File: config.mk
export PLATFORM = sky130hd
export DESIGN_NAME = sine_plasma_cell_shader
export DESIGN_NICKNAME = d
export VERILOG_FILES = /design/src/rtl/spc_pkg.sv /design/src/rtl/sine_plasma_cell_shader.sv /design/src/rtl/spc_dist.sv
export SDC_FILE = /design/constraint.sdc
export NUM_CORES = 2
export LEC_CHECK = 0
export BUFFER_PORTS_ARGS = -buffer_cell sky130_fd_sc_hd__buf_2
export CAP_MARGIN = 20
export CORE_UTILIZATION = 50
export CTS_BUF_LIST = sky130_fd_sc_hd__clkbuf_8
export DETAILED_ROUTE_END_ITERATION = 6
export HOLD_SLACK_MARGIN = 0.06
export PLACE_DENSITY = 0.68
export SYNTH_ARGS = -nofsm -noshare
export SYNTH_HDL_FRONTEND = slang
export SYNTH_SLANG_ARGS = --single-unit
File: constraint.sdc
create_clock -name clk -period 6.3 [get_ports clk]
set_input_delay 0.63 -clock clk [delete_from_list [all_inputs] [get_ports clk]]
set_output_delay 0.63 -clock clk [all_outputs]
set_load 0.03 [all_outputs]
File: src/rtl/spc_pkg.sv
// Shared types, constants and lookup functions for the sine plasma cell shader.
// No dependencies; every other file in rtl/ imports this package.
`timescale 1ns / 1ps

package spc_pkg;

  // Screen geometry used by the fixed plasma centre
  localparam int ROWS = 25;
  localparam int COLS = 80;

  // Distance square root: radicand width, root width, low radicand bits dropped
  localparam int ROOT_SHIFT  = 2;
  localparam int ROOT_BITS   = 8;
  localparam int RAD_W       = 2 * ROOT_BITS;
  localparam int REM_W       = ROOT_BITS + 2;
  // difference, square, sum, then one stage per root bit
  localparam int DIST_STAGES = 3 + ROOT_BITS;
  localparam logic [RAD_W-1:0] ROOT_MASK = {RAD_W{1'b1}} << ROOT_SHIFT;

  typedef logic signed [8:0] coord_t;

  localparam coord_t FIX_CX      = 9'(ROWS);
  localparam coord_t FIX_CY      = 9'(COLS / 2);
  localparam coord_t ORBIT2_BASE = 9'sd60;
  localparam coord_t ORBIT3_BASE = 9'sd64;
  localparam logic [7:0] QUARTER_TURN = 8'd64;

  // Division by three: q = (m * 171) >> 9, exact for m <= 381
  localparam logic [7:0] RECIP3       = 8'd171;
  localparam int         RECIP3_SHIFT = 9;

  // Attribute and glyph codes
  localparam logic [15:0] ATTR_DIM    = 16'h0200;
  localparam logic [15:0] ATTR_BRIGHT = 16'h0A00;
  localparam logic [15:0] LOW_KEEP    = 16'h08FF;
  localparam logic [15:0] LOW_ATTR    = 16'h0100;
  localparam logic [15:0] CH_BLANK    = 16'h0020;
  localparam logic [15:0] CH_COLON    = 16'h003A;
  localparam logic [15:0] CH_SMALL_O  = 16'h006F;
  localparam logic [15:0] CH_BIG_O    = 16'h004F;
  localparam logic [15:0] CH_BIG_Q    = 16'h0051;

  localparam logic [15:0] GLYPH_WORDS [0:7] = '{
    CH_BLANK, CH_BLANK, ATTR_DIM | CH_COLON, ATTR_BRIGHT | CH_COLON,
    ATTR_DIM | CH_SMALL_O, ATTR_DIM | CH_BIG_O, ATTR_BRIGHT | CH_BIG_O,
    ATTR_BRIGHT | CH_BIG_Q
  };

  localparam logic [6:0] QUARTER_WAVE [0:64] = '{
    7'd0, 7'd3, 7'd6, 7'd9, 7'd12, 7'd15, 7'd18, 7'd21,
    7'd24, 7'd27, 7'd30, 7'd33, 7'd36, 7'd39, 7'd42, 7'd45,
    7'd48, 7'd51, 7'd54, 7'd57, 7'd59, 7'd62, 7'd65, 7'd67,
    7'd70, 7'd73, 7'd75, 7'd78, 7'd80, 7'd82, 7'd85, 7'd87,
    7'd89, 7'd91, 7'd94, 7'd96, 7'd98, 7'd100, 7'd102, 7'd103,
    7'd105, 7'd107, 7'd108, 7'd110, 7'd112, 7'd113, 7'd114, 7'd116,
    7'd117, 7'd118, 7'd119, 7'd120, 7'd121, 7'd122, 7'd123, 7'd123,
    7'd124, 7'd125, 7'd125, 7'd126, 7'd126, 7'd126, 7'd126, 7'd126,
    7'd127
  };

  typedef struct packed {
    logic [5:0]  cell_row;
    logic [6:0]  cell_col;
    logic [15:0] frame_time;
  } spc_in_t;

  typedef struct packed {
    logic [5:0]  cell_row_out;
    logic [6:0]  cell_col_out;
    logic [15:0] cell_word;
  } spc_out_t;

  // 256-entry signed sine, built from the quarter wave
  function automatic logic signed [7:0] sine_at(input logic [7:0] a);
    logic [6:0] ph;
    logic [6:0] q;
    logic [6:0] mag;
    ph  = a[6:0];
    q   = (ph <= 7'd64) ? ph : 7'(8'd128 - {1'b0, ph});
    mag = QUARTER_WAVE[q];
    if (a[7]) begin
      return 8'sd0 - signed'({1'b0, mag});
    end
    return signed'({1'b0, mag});
  endfunction

  // base + s/2, halving rounds toward zero
  function automatic coord_t centre(input logic signed [7:0] s, input coord_t base);
    logic signed [7:0] half;
    half = (s + signed'({7'd0, s[7]})) >>> 1;
    return base + {half[7], half};
  endfunction

endpackage

File: src/rtl/sine_plasma_cell_shader.sv
// Top level of the sine plasma cell shader: 17-stage pipeline, three distance lanes.
// Depends on spc_pkg and spc_dist.
`timescale 1ns / 1ps
//
// Usage
//   in_*  : one request per cell (row, column, frame time), valid/ready.
//   out_* : the cell's character/attribute word with its row and column echoed.
//   Each request yields exactly one result, in request order.
//   Throughput: one cell per clock while out_ready is high; a result shows
//   on out_valid from the output register. The depth is set by the input
//   register and the orbit-centre stage, then the eight square-root stages
//   (one root bit each) plus difference, squaring and sum stages in each
//   distance lane, then sine, three-way sum, divide-by-three and glyph stages.
//   Every stage carries its own valid bit. When out_ready is low the result
//   holds in the output register, stalled stages keep their contents, and
//   empty stages further up still fill; in_ready falls only when all 17
//   stages hold a request.
//   Reset (rst_n low, synchronous) clears the valid bits; the sine and glyph
//   tables are constant logic and need no loading, so the block accepts
//   requests as soon as reset is released.

module sine_plasma_cell_shader (
  input  logic              clk,
  input  logic              rst_n,
  input  logic              in_valid,
  output logic              in_ready,
  input  spc_pkg::spc_in_t  in_data,
  output logic              out_valid,
  input  logic              out_ready,
  output spc_pkg::spc_out_t out_data
);
  import spc_pkg::*;

  localparam int S_CEN  = 1;
  localparam int S_DIST = 2;
  localparam int S_SINE = S_DIST + DIST_STAGES;
  localparam int S_SUM  = S_SINE + 1;
  localparam int S_MEAN = S_SUM + 1;
  localparam int S_OUT  = S_MEAN + 1;
  localparam int NS     = S_OUT + 1;

  logic [NS-1:0] valid_r, valid_nxt;
  logic [NS:0]   rdy;

  spc_in_t           item_r [0:S_OUT-1];
  coord_t            c2x_r, c2y_r, c3x_r, c3y_r;
  logic signed [7:0] v1_r, v2_r, v3_r;
  logic signed [9:0] sum_r;
  logic signed [7:0] mean_r;
  spc_out_t          out_r;

  // ---- handshake: each stage loads when it is empty or its successor moves
  assign rdy[NS] = out_ready;
  for (genvar k = 0; k < NS; k++) begin : g_rdy
    assign rdy[k] = !valid_r[k] || rdy[k+1];
  end

  always_comb begin
    valid_nxt[0] = rdy[0] ? in_valid : valid_r[0];
    for (int k = 1; k < NS; k++) begin
      valid_nxt[k] = rdy[k] ? valid_r[k-1] : valid_r[k];
    end
  end

  always_ff @(posedge clk) begin
    if (!rst_n) begin
      valid_r <= '0;
    end else begin
      valid_r <= valid_nxt;
    end
  end

  assign in_ready  = rdy[0];
  assign out_valid = valid_r[NS-1];
  assign out_data  = out_r;

  // ---- cell position and time travel alongside the work
  always_ff @(posedge clk) begin
    if (rdy[0]) begin
      item_r[0] <= in_data;
    end
    for (int k = 1; k < S_OUT; k++) begin
      if (rdy[k]) begin
        item_r[k] <= item_r[k-1];
      end
    end
  end

  // ---- orbiting centres
  logic [15:0] t0;
  logic [7:0]  ang_a, ang_b, t3;

  assign t0    = item_r[0].frame_time;
  assign ang_a = t0[12:5];
  assign t3    = {t0[6:0], 1'b0} + t0[7:0];
  assign ang_b = 8'd0 - t3;

  always_ff @(posedge clk) begin
    if (rdy[S_CEN]) begin
      c2x_r <= centre(sine_at(ang_a), ORBIT2_BASE);
      c2y_r <= centre(sine_at(QUARTER_TURN - ang_a), ORBIT2_BASE);
      c3x_r <= centre(sine_at(ang_b), ORBIT3_BASE);
      c3y_r <= centre(sine_at(QUARTER_TURN - ang_b), ORBIT3_BASE);
    end
  end

  // ---- three distance lanes
  coord_t                 px, py;
  logic [ROOT_BITS-1:0]   d1, d2, d3;
  logic [DIST_STAGES-1:0] dist_en;

  assign px      = signed'({2'b00, item_r[S_CEN].cell_row, 1'b0});
  assign py      = signed'({2'b00, item_r[S_CEN].cell_col});
  assign dist_en = rdy[S_SINE-1:S_DIST];

  spc_dist u_dist_fix (
    .clk(clk), .en(dist_en), .x(px), .y(py), .cx(FIX_CX), .cy(FIX_CY), .root_out(d1)
  );
  spc_dist u_dist_orb2 (
    .clk(clk), .en(dist_en), .x(px), .y(py), .cx(c2x_r), .cy(c2y_r), .root_out(d2)
  );
  spc_dist u_dist_orb3 (
    .clk(clk), .en(dist_en), .x(px), .y(py), .cx(c3x_r), .cy(c3y_r), .root_out(d3)
  );

  // ---- sines, sum, mean
  logic [15:0] t_s;
  logic [7:0]  arg1;
  logic [9:0]  mag;
  logic [16:0] prod;
  logic [7:0]  quot;

  assign t_s  = item_r[S_SINE-1].frame_time;
  assign arg1 = {d1[6:0], 1'b0} + {t_s[6:0], 1'b0};

  assign mag  = sum_r[9] ? 10'(-sum_r) : 10'(sum_r);
  assign prod = mag[8:0] * RECIP3;
  assign quot = prod[16:RECIP3_SHIFT];

  always_ff @(posedge clk) begin
    if (rdy[S_SINE]) begin
      v1_r <= sine_at(arg1);
      v2_r <= sine_at(d2);
      v3_r <= sine_at(d3);
    end
    if (rdy[S_SUM]) begin
      sum_r <= {{2{v1_r[7]}}, v1_r} + {{2{v2_r[7]}}, v2_r} + {{2{v3_r[7]}}, v3_r};
    end
    if (rdy[S_MEAN]) begin
      mean_r <= sum_r[9] ? 8'sd0 - signed'(quot) : signed'(quot);
    end
  end

  // ---- glyph pick; band = (mean + 128) >> 4
  logic [3:0]  band, dist_band;
  logic        low_band;
  logic [2:0]  gidx;
  logic [15:0] word;

  always_comb begin
    band      = {~mean_r[7], mean_r[6:4]};
    low_band  = (band <= 4'd8);
    dist_band = low_band ? 4'd8 - band : band - 4'd8;
    gidx      = dist_band[3] ? 3'd7 : dist_band[2:0];
    word      = GLYPH_WORDS[gidx];
    if (low_band) begin
      word = (word & LOW_KEEP) | LOW_ATTR;
    end
  end

  always_ff @(posedge clk) begin
    if (rdy[S_OUT]) begin
      out_r.cell_row_out <= item_r[S_MEAN].cell_row;
      out_r.cell_col_out <= item_r[S_MEAN].cell_col;
      out_r.cell_word    <= word;
    end
  end

  // ---- checks
  a_bubble_ready: assert property (@(posedge clk) disable iff (!rst_n)
    !(&valid_r) |-> in_ready)
    else $error("in_ready low while the pipeline has an empty stage");

  a_accept_enters: assert property (@(posedge clk) disable iff (!rst_n)
    in_valid && in_ready |=> valid_r[0])
    else $error("accepted request did not enter the first stage");

  a_out_fill: assert property (@(posedge clk) disable iff (!rst_n)
    valid_r[S_MEAN] && rdy[S_OUT] |=> out_valid)
    else $error("result lost on the way into the output register");

  a_stall_keeps: assert property (@(posedge clk) disable iff (!rst_n)
    valid_r[S_SINE] && !rdy[S_SINE+1] |=> valid_r[S_SINE])
    else $error("stalled stage dropped its request");

endmodule

File: src/rtl/spc_dist.sv
// One distance lane: difference, squares, sum, then a bit-per-stage square root.
// Depends on spc_pkg; stage enables come from the top level's valid/ready chain.
`timescale 1ns / 1ps

module spc_dist (
  input  logic                                clk,
  input  logic [spc_pkg::DIST_STAGES-1:0]     en,
  input  spc_pkg::coord_t                     x,
  input  spc_pkg::coord_t                     y,
  input  spc_pkg::coord_t                     cx,
  input  spc_pkg::coord_t                     cy,
  output logic [spc_pkg::ROOT_BITS-1:0]       root_out
);
  import spc_pkg::*;

  coord_t             dx_r, dy_r;
  logic signed [17:0] dx_sq, dy_sq;
  logic [RAD_W-1:0]   dx2_r, dy2_r, rad0_r;

  logic [RAD_W-1:0]     rad_r  [0:ROOT_BITS-2];
  logic [REM_W-1:0]     rem_r  [0:ROOT_BITS-1];
  logic [ROOT_BITS-1:0] root_r [0:ROOT_BITS-1];

  assign dx_sq = dx_r * dx_r;
  assign dy_sq = dy_r * dy_r;

  always_ff @(posedge clk) begin
    if (en[0]) begin
      dx_r <= x - cx;
      dy_r <= y - cy;
    end
    if (en[1]) begin
      dx2_r <= dx_sq[RAD_W-1:0];
      dy2_r <= dy_sq[RAD_W-1:0];
    end
    if (en[2]) begin
      // sum wraps at 16 bits; ROOT_MASK drops the low radicand bits
      rad0_r <= (dx2_r + dy2_r) & ROOT_MASK;
    end
  end

  // Restoring square root, two radicand bits per stage, MSB first
  for (genvar j = 0; j < ROOT_BITS; j++) begin : g_sq
    logic [RAD_W-1:0]     rad_in;
    logic [REM_W-1:0]     rem_in;
    logic [ROOT_BITS-1:0] root_in;
    logic [REM_W-1:0]     rem_sh;
    logic [REM_W-1:0]     trial;
    logic                 take;

    if (j == 0) begin : g_first
      assign rad_in  = rad0_r;
      assign rem_in  = '0;
      assign root_in = '0;
    end else begin : g_next
      assign rad_in  = rad_r[j-1];
      assign rem_in  = rem_r[j-1];
      assign root_in = root_r[j-1];
    end

    // remainder never exceeds 2*root, so its top two bits are zero here
    assign rem_sh = {rem_in[REM_W-3:0], rad_in[RAD_W-1 -: 2]};
    assign trial  = {root_in, 2'b01};
    assign take   = (rem_sh >= trial);

    always_ff @(posedge clk) begin
      if (en[3+j]) begin
        rem_r[j]  <= take ? rem_sh - trial : rem_sh;
        root_r[j] <= {root_in[ROOT_BITS-2:0], take};
      end
    end

    if (j < ROOT_BITS - 1) begin : g_rad
      always_ff @(posedge clk) begin
        if (en[3+j]) begin
          rad_r[j] <= rad_in << 2;
        end
      end
    end
  end

  assign root_out = root_r[ROOT_BITS-1];

endmodule
==> run_results.csv <==
group,metric,value,unit
status,status,"finished with violations",
status,violations,"DRC",
timing,fmax,0.170,GHz
clocking,clock_path_buffers,3,
drt,drtPass1Iterations,7,
critical_path,end_kind,"flop",
timing,fin_skew,0.0710,ns
critical_path,rr_endpoint,"c3y_r[5]$_DFFE_PP_",
clocking,clock_sinks,971,
global_route,grt_use_total,17.6,%
placement,portBuffers,54,
critical_path,crit_type,"reg2reg",
drt,first_iter_violations,2008,
logic_synthesis,synth_edf_count,954,
clocking,root_buffer,"clkbuf_8",
logic_synthesis,async_flop_share,0,%
floorplanning,fp.coreArea,122000,sq um
floorplanning,die_x,353,um
timing,relSlewSlack,29.7,%
floorplanning,die_area,125000,sq um
final_layout,ff_latch_area,29000,sq um
logic_synthesis,synth.most_common_cell,"edfxtp_1",
critical_path,path_max_fanout,10,
logic_synthesis,synth_common_cells,"954 x edfxtp_1, 706 x inv_1, 496 x ha_1",
timing,tightest_slew,1.05,ns
floorplanning,die_h,353,um
clocking,clkTransAtPathRegs,0.06,ns
floorplanning,num_rows,128,
global_route,antenna_found_initial,2,
logic_synthesis,ys_types,113,
global_route,grt_pass1_wl,183,mm
clocking,clk_latency,0.85,ns
logic_synthesis,synthFlopType,"edfxtp_1",
min_path,hold_end,"valid_r[16]$_SDFFE_PN0P_",
clocking,cts_inserted_buffers,161,
drt,drc,2,
final_layout,syn_to_final_growth,9.74,%
drt,wirelength,108,mm
clocking,h-tree-depth,4,
critical_path,critPathLaunch,"item_r[0][2]$_DFFE_PP_",
logic_synthesis,synth_area_leader_cell,"edfxtp_1",
logic_synthesis,ys_ff_latch,971,
logic_synthesis,synth_top_area_share,46.4,%
final_layout,nNetsFinal,6294,
clocking,cts_tree,"yes",
critical_path,start_kind,"flop",
critical_path,worstReg2RegStart,"item_r[0][2]$_DFFE_PP_",
drt,wl_per_cell,15.1,um
logic_synthesis,post_synth.cell_area_avg,11.8,sq um
timing,rsz0062_at_grt,"false",
logic_synthesis,synth_cells,5217,
job,drv_cap,0,
final_layout,multi_input_area,29600,sq um
timing,final-setup-viol-count,0,
final_layout,drive_above_1_share,8.53,%
logic_synthesis,ys_warn_count,0,
drt,route.vias.total,37900,
logic_synthesis,netlist_area,61700,sq um
placement,dpl.hpwl,82.3,mm
global_route,grt_max_degree,81,
min_path,hold_depth,3,
drt,vias_per_cell,5.27,
logic_synthesis,ys_seq_area_share,47.0,%
timing,min_period,5.90,ns
drt,antenna_left,0,
timing,hold_violations,0,
min_path,hp-start,"out_ready",
critical_path,r2r_cells,19,
timing,finalSetupTns,0,ns
global_route,grt_pass1_vias,38800,
critical_path,critPathRequiredTime,6.87,ns
min_path,hold_class,"in2reg",
global_route,grt-ovfl-total,0,
critical_path,r2r_setup_slack,0.40,ns
logic_synthesis,synth.area.top_cells,"edfxtp_1 46%, fa_1 11%, ha_1 10%",
floorplanning,initial_core_util,50.5,%
final_layout,num-fill-cells,10200,
timing,post-route-period-util,93.6,%
critical_path,critical_path_arrival,6.47,ns
placement,routabilityCongestion,0.860,
floorplanning,ios,64,
timing,maxSlewViolCount,0,
[metal layers]
layer	vias to the layer above	share of wire, %	track usage (%)
met3	184	3.9	3.01
li1	18800	-	-
met5	-	0	0
met1	18200	43	21.4
met4	0	2.5	5.99
met2	666	51	31.5
[cells by family (layout without fill, tap and decap cells)]
logic type / count (synthesis) / in the layout / synth area share (%)
other cells: 1 / 11 / 0.00608
fa+ha+maj: 831 / 831 / 20.9
mux: 44 / 44 / 0.862
buf+inv: 831 / 1165 / 5.15
flops: 971 / 971 / 47.0
simple gates: 1156 / 1156 / 9.75
compound gates: 977 / 977 / 10.4
xor+xnor: 406 / 406 / 5.86
[timing repair]
action                                  4_1_cts  5_1_grt
hold buffers                                 26        0
gates resized for setup                       0       11
endpoints found under the hold margin        26        0
buffers inserted                              0        0
endpoints found under the setup margin        0        6
[registers in the layout (all words and copies together), names as in the netlist, 15 cells and up]
register,flops
u_dist_orb2.root_r,36
out_data,21
u_dist_orb3.root_r,36
u_dist_fix.rad_r,42
u_dist_orb2.rad_r,42
u_dist_fix.dy2_r,15
item_r,301
u_dist_fix.rem_r,51
u_dist_orb2.rem_r,51
u_dist_orb3.rem_r,51
u_dist_orb3.rad_r,42
u_dist_fix.root_r,35
valid_r,17
[worst max path at each step]
stage / cells past startpoint / slack, ns / to
2_1_floorplan: 24 / 0.17 / c3y_r[5]$_DFFE_PP_
3_3_place_gp: 20 / 0.31 / c3y_r[5]$_DFFE_PP_
3_5_place_dp: 20 / 0.13 / c3y_r[5]$_DFFE_PP_
4_1_cts: 20 / 0.11 / c3y_r[5]$_DFFE_PP_
5_1_grt: 20 / 0.05 / c3y_r[3]$_DFFE_PP_
6_report: 19 / 0.40 / c3y_r[5]$_DFFE_PP_
[cells in the final DEF, fill, tap and decap left out, drive strengths merged, types with 22 or more instances in the layout]
master       instances
nand2b              86
clkinv              66
a21oi              267
nand4               24
nor3                83
nor4                26
ha                 496
fa                 335
xnor2              284
xor2               120
nor2               240
edfxtp             954
o31ai               22
clkbuf             166
a211oi              44
inv                759
buf                137
and3                24
a21o                67
dlygate4sd3         26
o211ai              30
nand2              256
or2                 25
o21bai              47
and2               155
mux2                23
o21a                53
nor2b               85
a31oi               42
nand3               69
or3                 25
o21ai              219
[worst max-delay path, stage by stage (launching register included)]
cell	delay, ns
edfxtp_1	0.46
inv_1	0.12
ha_1	0.24
ha_1	0.33
buf_4	0.19
xor2_1	0.16
nor2_1	0.53
buf_4	0.27
o31ai_1	0.11
a2111oi_4	0.55
and2_1	0.44
o22ai_1	0.20
a2111oi_4	0.47
ha_1	0.33
nand2_1	0.09
nor4_2	0.23
xnor2_1	0.18
nor4b_1	0.43
o211ai_1	0.15
xor2_1	0.17
[cell type report]
type                    count  share of cell area (%)
diodes                      2                 0.00739
inverters                 709                    3.93
flip-flops and latches    971                    42.8
clock buffers             165                    3.35
repair buffers            164                    1.73
multi-input cells        3423                    43.8
clock inverters           127                    1.37
well taps                1625                    3.00
[stage by stage]
stage	setup WS, ns	hold WS (ns)	util [%]	cells	cell area, sq um
after global placement	0.306	0.400	52.6	6863	64200
after detailed placement	0.129	0.405	52.6	6863	64200
after floorplan	0.166	0.400	-	5225	61700
after CTS	0.112	0.105	55.4	7181	67600
final	0.401	0.212	55.5	7186	67700
after global routing	0.0489	0.161	55.5	7186	67700
Power is left out: the tool's default activity adds up to more than one toggle a clock period on the data nets, which glitch-free logic cannot reach.
